--- src/rtl/ltst_pkg.sv ---
package ltst_pkg;

  // Table geometry.
  localparam int TABLE_SLOTS = 64;
  localparam int IDX_W = (TABLE_SLOTS > 1) ? $clog2(TABLE_SLOTS) : 1;
  localparam int CNT_W = $clog2(TABLE_SLOTS + 1);

  // Queue between the front and the back, a power of two of at least two.
  localparam int QUEUE_DEPTH = 2;
  localparam int QP_W = $clog2(QUEUE_DEPTH);
  localparam int QC_W = $clog2(QUEUE_DEPTH + 1);

  // Configuration register indexes.
  localparam logic CFG_MAX_LEN = 1'b0;
  localparam logic CFG_MIN_LEN = 1'b1;

  // Configuration reset values.
  localparam logic [31:0] MAX_LEN_RESET = 32'd16777216;
  localparam logic [15:0] MIN_LEN_RESET = 16'd24;

  typedef enum logic [2:0] {
    ACT_FORWARD = 3'd0,
    ACT_SKIP    = 3'd1,
    ACT_BADLEN  = 3'd2,
    ACT_FULL    = 3'd3,
    ACT_FINISH  = 3'd4
  } action_t;

  typedef enum logic [1:0] {
    ST_PROGRESS  = 2'd0,
    ST_COMMITTED = 2'd1,
    ST_ABORTED   = 2'd2,
    ST_NONE      = 2'd3
  } status_t;

  typedef enum logic [1:0] {
    KIND_DATA       = 2'd0,
    KIND_CHECKPOINT = 2'd1,
    KIND_COMMIT     = 2'd2,
    KIND_ABORT      = 2'd3
  } kind_t;

  typedef enum logic {
    CMD_RECORD = 1'b0,
    CMD_FINISH = 1'b1
  } command_t;

  // Classification made by the front.
  typedef enum logic [1:0] {
    CLS_HEADER = 2'd0,
    CLS_BADLEN = 2'd1,
    CLS_FINISH = 2'd2
  } class_t;

  typedef struct packed {
    logic        command;
    logic [31:0] txn_id;
    logic [1:0]  record_kind;
    logic [31:0] record_len;
  } in_item_t;

  typedef struct packed {
    action_t     action;
    status_t     txn_status;
    logic [31:0] committed_total;
    logic [31:0] aborted_total;
    logic [31:0] skipped_total;
    logic [6:0]  incomplete_total;
  } out_item_t;

  typedef struct packed {
    class_t      cls;
    logic [31:0] txn_id;
    kind_t       kind;
  } queue_item_t;

  typedef struct packed {
    logic full;
    logic empty;
  } q_status_t;

endpackage

--- src/rtl/log_transaction_state_tracker_core.sv ---
// Log transaction state tracker.
// Input channel: present a record header or a finish command on in_item and
// raise start; the transfer takes place at a rising edge where start is high
// and busy is low. busy is high while the two-entry queue between the
// classifying front and the table back is full.
// Result channel: each transfer produces exactly one result on out_item,
// marked by out_valid for one cycle. Results leave in input order.
// With the back idle, an accepted item goes from the queue to a match step (id
// compared against all table slots in parallel), then to an update step (table
// and counters written into the result register). The back takes no new item
// until it is through with the last; the queue absorbs short bursts at one
// item per cycle while not full. Configuration: cfg_we writes cfg_wdata to
// register cfg_index (0 maximum record length, 1 minimum record length); the
// user is to write only while the block is idle, which the block does not
// enforce. Reset (rst_n low, synchronous) empties the table and the queue,
// clears the counters and restores the length bounds. The receiver cannot
// hold results off, so out_valid is never delayed by the output side.
module log_transaction_state_tracker_core
  import ltst_pkg::*;
(
  input  logic        clk,
  input  logic        rst_n,
  input  logic        cfg_we,
  input  logic        cfg_index,
  input  logic [31:0] cfg_wdata,
  input  logic        start,
  input  in_item_t    in_item,
  output logic        busy,
  output logic        out_valid,
  output out_item_t   out_item
);

  logic        push;
  logic        pop;
  queue_item_t push_item;
  queue_item_t head_item;
  q_status_t   q_status;

  // Front: length check and classification.
  ltst_front u_front (
    .clk       (clk),
    .rst_n     (rst_n),
    .cfg_we    (cfg_we),
    .cfg_index (cfg_index),
    .cfg_wdata (cfg_wdata),
    .start     (start),
    .in_item   (in_item),
    .busy      (busy),
    .q_status  (q_status),
    .push      (push),
    .push_item (push_item)
  );

  // Queue decoupling front and back.
  ltst_queue u_queue (
    .clk       (clk),
    .rst_n     (rst_n),
    .push      (push),
    .push_item (push_item),
    .pop       (pop),
    .head_item (head_item),
    .status    (q_status)
  );

  // Back: table lookup, update, counters and result register.
  ltst_back u_back (
    .clk       (clk),
    .rst_n     (rst_n),
    .head_item (head_item),
    .q_status  (q_status),
    .pop       (pop),
    .out_valid (out_valid),
    .out_item  (out_item)
  );

endmodule

--- src/rtl/ltst_queue.sv ---
module ltst_queue
  import ltst_pkg::*;
(
  input  logic        clk,
  input  logic        rst_n,
  input  logic        push,
  input  queue_item_t push_item,
  input  logic        pop,
  output queue_item_t head_item,
  output q_status_t   status
);

  queue_item_t slots_r [QUEUE_DEPTH];
  logic [QP_W-1:0] wr_ptr_r;
  logic [QP_W-1:0] rd_ptr_r;
  logic [QC_W-1:0] fill_r;
  logic [QP_W-1:0] wr_ptr_nxt;
  logic [QP_W-1:0] rd_ptr_nxt;
  logic [QC_W-1:0] fill_nxt;

  // Pointers wrap naturally since the depth is a power of two.
  always_comb begin
    wr_ptr_nxt = wr_ptr_r;
    rd_ptr_nxt = rd_ptr_r;
    fill_nxt   = fill_r;
    if (push) begin
      wr_ptr_nxt = wr_ptr_r + 1'b1;
    end
    if (pop) begin
      rd_ptr_nxt = rd_ptr_r + 1'b1;
    end
    if (push && !pop) begin
      fill_nxt = fill_r + 1'b1;
    end else if (pop && !push) begin
      fill_nxt = fill_r - 1'b1;
    end
  end

  always_ff @(posedge clk) begin
    if (!rst_n) begin
      wr_ptr_r <= '0;
      rd_ptr_r <= '0;
      fill_r   <= '0;
    end else begin
      wr_ptr_r <= wr_ptr_nxt;
      rd_ptr_r <= rd_ptr_nxt;
      fill_r   <= fill_nxt;
    end
  end

  // Storage needs no reset; the fill count guards it.
  always_ff @(posedge clk) begin
    if (push) begin
      slots_r[wr_ptr_r] <= push_item;
    end
  end

  assign head_item    = slots_r[rd_ptr_r];
  assign status.full  = (fill_r == QC_W'(QUEUE_DEPTH));
  assign status.empty = (fill_r == '0);

endmodule

--- src/rtl/ltst_front.sv ---
module ltst_front
  import ltst_pkg::*;
(
  input  logic        clk,
  input  logic        rst_n,
  input  logic        cfg_we,
  input  logic        cfg_index,
  input  logic [31:0] cfg_wdata,
  input  logic        start,
  input  in_item_t    in_item,
  output logic        busy,
  input  q_status_t   q_status,
  output logic        push,
  output queue_item_t push_item
);

  logic [31:0] max_len_r;
  logic [15:0] min_len_r;
  logic        len_bad;

  // Length bound registers.
  always_ff @(posedge clk) begin
    if (!rst_n) begin
      max_len_r <= MAX_LEN_RESET;
      min_len_r <= MIN_LEN_RESET;
    end else if (cfg_we) begin
      case (cfg_index)
        CFG_MAX_LEN: max_len_r <= cfg_wdata;
        CFG_MIN_LEN: min_len_r <= cfg_wdata[15:0];
        default: ;
      endcase
    end
  end

  // A transfer is taken whenever the queue has room.
  assign busy = q_status.full;
  assign push = start && !busy;

  // Classify the item so the back never needs the length or the bounds.
  assign len_bad = (in_item.record_len < 32'(min_len_r)) || (in_item.record_len > max_len_r);

  always_comb begin
    if (in_item.command == CMD_FINISH) begin
      push_item.cls = CLS_FINISH;
    end else if (len_bad) begin
      push_item.cls = CLS_BADLEN;
    end else begin
      push_item.cls = CLS_HEADER;
    end
    push_item.txn_id = in_item.txn_id;
    push_item.kind   = kind_t'(in_item.record_kind);
  end

endmodule

--- src/rtl/ltst_back.sv ---
module ltst_back
  import ltst_pkg::*;
(
  input  logic        clk,
  input  logic        rst_n,
  input  queue_item_t head_item,
  input  q_status_t   q_status,
  output logic        pop,
  output logic        out_valid,
  output out_item_t   out_item
);

  typedef enum logic [1:0] {
    S_MATCH  = 2'b01,
    S_UPDATE = 2'b10
  } state_t;

  state_t state_r;
  state_t state_nxt;

  // Transaction table; only slots below the entry count are ever valid.
  logic [31:0] entry_id_r     [TABLE_SLOTS];
  status_t     entry_status_r [TABLE_SLOTS];
  logic [CNT_W-1:0] entry_count_r;
  logic [CNT_W-1:0] entry_count_nxt;
  logic [CNT_W-1:0] in_prog_r;
  logic [CNT_W-1:0] in_prog_nxt;

  logic [31:0] commit_r;
  logic [31:0] commit_nxt;
  logic [31:0] abort_r;
  logic [31:0] abort_nxt;
  logic [31:0] skip_r;
  logic [31:0] skip_nxt;

  queue_item_t item_r;
  logic [TABLE_SLOTS-1:0] hit_r;
  logic [TABLE_SLOTS-1:0] hit_nxt;

  logic        out_valid_r;
  out_item_t   out_item_r;
  out_item_t   res;

  logic             any_hit;
  logic [1:0]       old_bits;
  status_t          old_st;
  status_t          new_st;
  logic [IDX_W-1:0] hit_idx;
  logic [IDX_W-1:0] wr_idx;
  logic             id_we;
  logic             st_we;
  logic             control;

  // Parallel compare of the head id against every valid slot.
  always_comb begin
    for (int i = 0; i < TABLE_SLOTS; i++) begin
      hit_nxt[i] = (CNT_W'(i) < entry_count_r) && (entry_id_r[i] == head_item.txn_id);
    end
  end

  assign pop = (state_r == S_MATCH) && !q_status.empty;

  always_comb begin
    state_nxt = state_r;
    case (state_r)
      S_MATCH:  if (!q_status.empty) state_nxt = S_UPDATE;
      S_UPDATE: state_nxt = S_MATCH;
      default:  state_nxt = S_MATCH;
    endcase
  end

  // Ids in the table are unique, so the match vector is one-hot or empty.
  always_comb begin
    old_bits = '0;
    hit_idx  = '0;
    for (int i = 0; i < TABLE_SLOTS; i++) begin
      if (hit_r[i]) begin
        old_bits = old_bits | entry_status_r[i];
        hit_idx  = hit_idx | IDX_W'(i);
      end
    end
  end

  assign any_hit = |hit_r;
  assign old_st  = status_t'(old_bits);
  assign control = (item_r.kind == KIND_CHECKPOINT) || (item_r.kind == KIND_COMMIT)
                || (item_r.kind == KIND_ABORT);

  // Update of table and counters for the item in hand.
  always_comb begin
    entry_count_nxt = entry_count_r;
    in_prog_nxt     = in_prog_r;
    commit_nxt      = commit_r;
    abort_nxt       = abort_r;
    skip_nxt        = skip_r;
    new_st          = ST_NONE;
    wr_idx          = any_hit ? hit_idx : entry_count_r[IDX_W-1:0];
    id_we           = 1'b0;
    st_we           = 1'b0;
    res.action      = ACT_FORWARD;
    res.incomplete_total = '0;

    if (state_r == S_UPDATE) begin
      case (item_r.cls)
        CLS_FINISH: begin
          res.action           = ACT_FINISH;
          res.incomplete_total = 7'(in_prog_r);
        end
        CLS_BADLEN: begin
          res.action = ACT_BADLEN;
        end
        CLS_HEADER: begin
          if (item_r.txn_id != '0 && !any_hit
              && entry_count_r >= CNT_W'(TABLE_SLOTS)) begin
            res.action = ACT_FULL;
          end else begin
            if (item_r.txn_id != '0) begin
              st_we = 1'b1;
              if (!any_hit) begin
                id_we           = 1'b1;
                entry_count_nxt = entry_count_r + 1'b1;
              end
              case (item_r.kind)
                KIND_COMMIT: begin
                  new_st     = ST_COMMITTED;
                  commit_nxt = commit_r + 32'd1;
                end
                KIND_ABORT: begin
                  new_st    = ST_ABORTED;
                  abort_nxt = abort_r + 32'd1;
                end
                default: new_st = any_hit ? old_st : ST_PROGRESS;
              endcase
              // Track the number of in-progress entries as they change.
              if ((new_st == ST_PROGRESS) && !(any_hit && old_st == ST_PROGRESS)) begin
                in_prog_nxt = in_prog_r + 1'b1;
              end else if ((new_st != ST_PROGRESS) && any_hit && old_st == ST_PROGRESS) begin
                in_prog_nxt = in_prog_r - 1'b1;
              end
            end
            if (control || new_st == ST_COMMITTED) begin
              res.action = ACT_FORWARD;
            end else begin
              res.action = ACT_SKIP;
              skip_nxt   = skip_r + 32'd1;
            end
          end
        end
        default: res.action = ACT_BADLEN;
      endcase
    end

    res.txn_status      = new_st;
    res.committed_total = commit_nxt;
    res.aborted_total   = abort_nxt;
    res.skipped_total   = skip_nxt;
  end

  always_ff @(posedge clk) begin
    if (!rst_n) begin
      state_r       <= S_MATCH;
      entry_count_r <= '0;
      in_prog_r     <= '0;
      commit_r      <= '0;
      abort_r       <= '0;
      skip_r        <= '0;
      out_valid_r   <= 1'b0;
    end else begin
      state_r       <= state_nxt;
      entry_count_r <= entry_count_nxt;
      in_prog_r     <= in_prog_nxt;
      commit_r      <= commit_nxt;
      abort_r       <= abort_nxt;
      skip_r        <= skip_nxt;
      out_valid_r   <= (state_r == S_UPDATE);
    end
  end

  // Payload registers: item in hand, match vector, result and table contents.
  always_ff @(posedge clk) begin
    if (pop) begin
      item_r <= head_item;
      hit_r  <= hit_nxt;
    end
    if (state_r == S_UPDATE) begin
      out_item_r <= res;
    end
    if (id_we) begin
      entry_id_r[wr_idx] <= item_r.txn_id;
    end
    if (st_we) begin
      entry_status_r[wr_idx] <= new_st;
    end
  end

  assign out_valid = out_valid_r;
  assign out_item  = out_item_r;

endmodule

--- config.mk ---
export PLATFORM = sky130hd
export DESIGN_NAME = log_transaction_state_tracker_core
export DESIGN_NICKNAME = d
export VERILOG_FILES = /design/src/rtl/ltst_pkg.sv /design/src/rtl/log_transaction_state_tracker_core.sv /design/src/rtl/ltst_queue.sv /design/src/rtl/ltst_front.sv /design/src/rtl/ltst_back.sv
export SDC_FILE = /design/constraint.sdc
export NUM_CORES = 2
export LEC_CHECK = 0
export BUFFER_PORTS_ARGS = -buffer_cell sky130_fd_sc_hd__buf_2
export CAP_MARGIN = 20
export CORE_MARGIN = 3
export CORE_UTILIZATION = 55
export DETAILED_ROUTE_END_ITERATION = 7
export PLACE_DENSITY = 0.67
export REMOVE_ABC_BUFFERS = 1
export SLEW_MARGIN = 10
export SYNTH_ARGS = -nofsm -noshare
export SYNTH_HDL_FRONTEND = slang
export SYNTH_SLANG_ARGS = --single-unit
--- constraint.sdc ---
create_clock -name clk -period 21.9 [get_ports clk]
set_input_delay 4.38 -clock clk [delete_from_list [all_inputs] [get_ports clk]]
set_output_delay 4.38 -clock clk [all_outputs]
set_load 0.1 [all_outputs]
Word-level counts from Yosys, hierarchy flattened. Memory sizes are Yosys's and may differ from the RTL's. A register that Yosys moved wholly into a read port is not among the register bits. Cells that the tools add are included.

Memories kept: 3. Output and inout bits: 110. Flip-flop bits (word level): 373. Memory bits (writable): 2248.

Memories: u_back.entry_id_r (depth 64, bits a word 32, read ports 64, clocked after Yosys merged registers in 0, write ports 1, RTL line ltst_back.sv:22) `logic [31:0] entry_id_r [TABLE_SLOTS];`; u_back.entry_status_r (depth 64, bits a word 2, read ports 64, clocked after Yosys merged registers in 0, write ports 1, RTL line ltst_back.sv:23) `status_t entry_status_r [TABLE_SLOTS];`; u_queue.slots_r (depth 2, bits a word 36, read ports 1, clocked after Yosys merged registers in 1, write ports 1, RTL line ltst_queue.sv:13) `queue_item_t slots_r [QUEUE_DEPTH];`.

Reduce and logical (&&, ||, !) cells: 97. Eq/ne operators: 81. Magnitude comparators: 67. Add/sub/neg operators: 10. Muxes and demuxes: 280. Bitwise operators: 63.

Operators by type and width (count): $eq A32 B32 Y1 (64); $mux W32 (45); $mux W7 (36); $lt A6 B7 Y1 const A (32); $mux W6 (33); $mux W2 (88); $or A2 B2 Y2 (63); $lt A5 B7 Y1 const A (16); $add A32 B1 Y32 const B (3); $mux W16 (5); $mux W5 (16); $logic_and A1 B1 Y1 (74); $reduce_or A64 Y1 (1); $lt A4 B7 Y1 const A (8); $mux W1 (36); $mux W3 (11); $gt A32 B32 Y1 (1); $lt A32 B16 Y1 (1); $mux W4 (8); $reduce_bool A32 Y1 (1); $lt A3 B7 Y1 const A (4); $add A7 B1 Y7 const B (2); $lt A1 B7 Y1 const A (2); $lt A2 B7 Y1 const A (2); other kinds (18) (46).

Logic depth before layout (Yosys ltp). An unclocked memory read counts as a cell.

Word-level depth: 157. Gate-level depth with buffers: 14. Depth with buffers taken out: 14.

Hierarchy. A second synthesis with hierarchy kept.

Cell total of the unflattened synthesis: 7083. Area total of the unflattened synthesis: 109440.0 µm².

By module, submodules not included: ltst_back (sequential area each 73850.8 µm², cells an instance 6535, instances 1, area an instance 103362.9 µm²); ltst_front (sequential area each 960.9 µm², cells an instance 414, instances 1, area an instance 3251.9 µm²); ltst_queue (sequential area each 2262.2 µm², cells an instance 134, instances 1, area an instance 2825.2 µm²).

Least setup slack after synthesis. Ideal clock, no wire load.

Path type: register to register. Start point: register u_queue.fill_r[0]. End point: register u_queue.fill_r[1]. Clock period less this slack: 9.438 ns. Stages on the path, launching flop included: 7. Path buffers: 0. Data arrival time: 9.368 ns. Slack: 12.462 ns. Cell sequence: dfxtp_1 nor2_1 nor3b_1 inv_1 ha_1 or3_1 a21oi_1.

Cells in the longest elaborated chain, start to end: 6. Elaborated cells on any way between the ends: 16.

Ends and longest elaborated chain: start: declaration (RTL line ltst_queue.sv:16) `logic [QC_W-1:0] fill_r;`; start signal: assignment (RTL line ltst_queue.sv:47) `fill_r <= fill_nxt;`; $logic_not A2 Y1 * (RTL line ltst_queue.sv:60) `assign status.empty = (fill_r == '0);`; $logic_not A1 Y1 * (RTL line ltst_back.sv:61) `assign pop = (state_r == S_MATCH) && !q_status.empty;`; $logic_and A1 B1 Y1 * (RTL line ltst_back.sv:61); via pop (RTL line log_transaction_state_tracker_core.sv:34) `logic pop;`; $logic_not A1 Y1 (RTL line ltst_queue.sv:32) `if (push && !pop) begin`; $logic_and A1 B1 Y1 (RTL line ltst_queue.sv:32); $mux W2 / $reduce_bool A2 Y1 (equally long branches).

Mark *: on every way through the listed nets, which the timed path passes. The rest lies on a longest branch. The select of a mux whose other input is x is not followed. A chain may end at the register's enable or synchronous reset.

Worst setup path in the final report.
Start point: register u_queue.fill_r[0]. End point: output port busy.

Cells in the longest elaborated chain, start to end: 1.

Ends and longest elaborated chain: $eq A2 B2 Y1 (RTL line ltst_queue.sv:59) `assign status.full = (fill_r == QC_W'(QUEUE_DEPTH));`; end: declaration (RTL line log_transaction_state_tracker_core.sv:28) `output logic busy,`.

Every way passes these cells.

==> run_results.csv <==
group,metric,value,unit
clock_tree,hold_buffers,0,
die,fp-row-count,162,
cells_and_area,multi_input_area,30900,µm²
sta,finalCriticalPeriod,6390,ps
logic_synthesis,synth-edff-count,2456,
setup_path,crit_required,17520,ps
min_path,min_path_type,"flip-flop to flip-flop",
logic_synthesis,yosysSeqAreaShare,0.706,
drt,vias_per_cell,6.39,
sta,finalCritPeriodShare,0.292,
clock_tree,clk_latency,930,ps
setup_path,cp.arrival,2010,ps
die,dieWidth,452,µm
logic_synthesis,ys_ff_latch,2622,
clock_tree,clkSinkCount,2622,
clock_tree,cts_tree,"built",
cells_and_area,drive_above_1_share,0.129,
power,p_per_area,120,nW/µm²
clock_tree,clk_pin_slew_worst_paths,60,ps
logic_synthesis,synth_top_family_by_area,"XOR/XNOR gates",
clock_tree,h-tree-depth,5,
die,dieArea,204000,µm²
global_route,grt_max_degree,81,
cells_and_area,seqCellArea,77100,µm²
sta,max_freq,0.157,GHz
placement,place.gp.congestion,0.975,
logic_synthesis,synth_most_common_cell,"edfxtp_1",
global_route,track_usage,0.350,
logic_synthesis,synth_compound_area_frac,0.0185,
die,io_pins,214,
setup_path,cpMaxStageDelayCell,"buf_2",
drt,drc,0,
placement,io_buffers,213,
die,core-area,196000,µm²
logic_synthesis,synth-simple-area-share,0.0745,
global_route,grt_pass1_wl,495000,µm
logic_synthesis,synth.top_cells.by_area,"edfxtp_1 68%, xor2_1 9.6%, xnor2_1 7.6%",
clock_tree,post_cts_resized,0,
placement,dpl.hpwl,197000,µm
global_route,antenna_found_initial,38,
sta,fin_worst_skew,45.3,ps
sta,whs,454,ps
power,p_leak,40.3,nW
setup_path,r2r_slack,16290,ps
logic_synthesis,async_flop_share,0,
global_route,grt.overflow.total,0,
logic_synthesis,synth_common_cells,"2456 x edfxtp_1, 1198 x xor2_1, 943 x xnor2_1",
setup_path,critPathCaptureType,"primary output",
cells_and_area,n_fill_cell,14365,
clock_tree,clockRootBuffer,"clkbuf_16",
sta,finalHoldViolations,0,
cells_and_area,area_delta_synth_final,13.2,%
drt,firstDrtPassIters,8,
logic_synthesis,synth.cell_area,109000,µm²
die,dieHeight,452,µm
die,start_util,0.556,
setup_path,cp_max_fo,4,
outcome,status,"completed",
drt,wire_per_inst,35.0,µm
logic_synthesis,yosysTopAreaCell,"edfxtp_1",
setup_path,cp-start-kind,"flip-flop",
setup_path,critPathMaxStageDelay,450,ps
logic_synthesis,synth.avg_cell_area,15.5,µm²
logic_synthesis,ys.flop_type,"edfxtp_1",
logic_synthesis,synth_top_area_share,0.676,
power,finalPower,0.0149,W
logic_synthesis,synth_cells,7038,
logic_synthesis,synth.mux.area_fraction,0.00588,
sta,slew_headroom,0.132,
clock_tree,numCtsBuffers,289,
global_route,grt_pass1_vias,62266,
clock_tree,cts_setup_buffers,0,
drt,ant_nets,0,
sta,rsz0062_at_grt,"false",
setup_path,crit_type,"flip-flop to primary output",
setup_path,crit_chain,"nand2b_1 > inv_1 > buf_2",
sta,tightest_slew,1290,ps
sta,fin_setup_tns,0,ps
drt,num_vias,66041,
drt,drt-initial-drc-count,10267,
power,peakVddDrop,0.0000968,V
clock_tree,clockBufferDepth,4,
logic_synthesis,ys_warn_count,0,
cells_and_area,nets,7679,
flow_run,cap_violations,0,
drt,drt-total-wl,362000,µm
logic_synthesis,synthXorXnorAreaFrac,0.172,
sta,setup_viol,0,
logic_synthesis,synthAdderAreaFrac,0.00672,
sta,drv_slew,0,
logic_synthesis,synth.distinct_cells,66,
==> registers in the layout, summed over array words and instances, names as in the netlist, named ones only <==
| name | flops |
|---|---|
| u_back.entry_id_r | 2048 |
| u_back.hit_r | 64 |
| u_queue.slots_r | 72 |
| u_back.skip_r | 32 |
| u_back.out_item | 108 |
| u_back.in_prog_r | 7 |
| u_back.entry_count_r | 7 |
| u_queue.fill_r | 2 |
| u_front.min_len_r | 16 |
| u_back.commit_r | 32 |
| u_back.out_valid | 1 |
| u_queue.rd_ptr_r | 1 |
| u_queue.wr_ptr_r | 1 |
| u_back.entry_status_r | 128 |
| u_back.item_r | 36 |
| u_back.abort_r | 32 |
| u_back.state_r | 2 |
| u_front.max_len_r | 32 |
==> kinds of logic (layout without fill, tap and decap cells) <==
kind of cell | Yosys count | count (layout)
buf+inv | 407 | 1078
mux | 63 | 63
xor+xnor | 2141 | 2141
other cells | 0 | 10
simple gates | 1453 | 1453
fa+ha+maj | 58 | 58
flops | 2622 | 2622
compound gates | 294 | 294
==> power by group <==
group	internal [W]	leakage, nW	switching [W]
sequential	0.00619	23.8	0.000211
clock	0.00256	4.13	0.00191
combinational	0.000862	12.4	0.00315
total	0.00962	40.3	0.00527
==> routing by layer <==
layer	part of all wire	track usage
met1	0.38	0.484
met2	0.46	0.548
met3	0.12	0.0651
met4	0.050	0.151
met5	0.00014	0
==> layout make-up <==
type / count / area share
Antenna cell: 10 / 0.000203
Multi-Input combinational cell: 4009 / 0.250
Timing Repair Buffer: 495 / 0.0280
Clock inverter: 122 / 0.00643
Sequential cell: 2622 / 0.624
Clock buffer: 361 / 0.0619
Tap cell: 2624 / 0.0266
Inverter: 100 / 0.00304
==> worst max-delay path, delay by kind of cell, from the launching register on <==
kind | cells | cell delay [ps]
buf+inv | 2 | 580
flops | 1 | 340
simple gates | 1 | 190
==> stage by stage <==
stage	area [µm²]	cells	worst slack [ps]	utilization
floorplan	108000	6731	12440	-
detailed placement	115000	9846	15490	0.586
CTS	124000	10329	15470	0.630
global placement	115000	9843	15460	0.586
finish	124000	10343	15510	0.630
global route	124000	10333	15430	0.630
==> worst paths after layout <==
kind,from,endpoint,depth (start not counted)
hold reg to reg,u_front.max_len_r[25],u_front.max_len_r[25],2
setup / recovery,u_queue.fill_r[0],busy,3
setup reg to reg,flip-flop,u_back.hit_r[60],9
hold / removal,u_front.max_len_r[25],u_front.max_len_r[25],2
==> placed cells by master, fill, tap and decap left out, drive strengths merged, types with 100 or more instances in the layout <==
master  count
inv       103
a21oi     100
xor2     1198
nor4      321
nand2     192
clkbuf    362
nor2      179
dfxtp     166
clkinv    105
nand4     412
buf       494
xnor2     943
edfxtp   2456
Power figures use the tool's default switching activity.
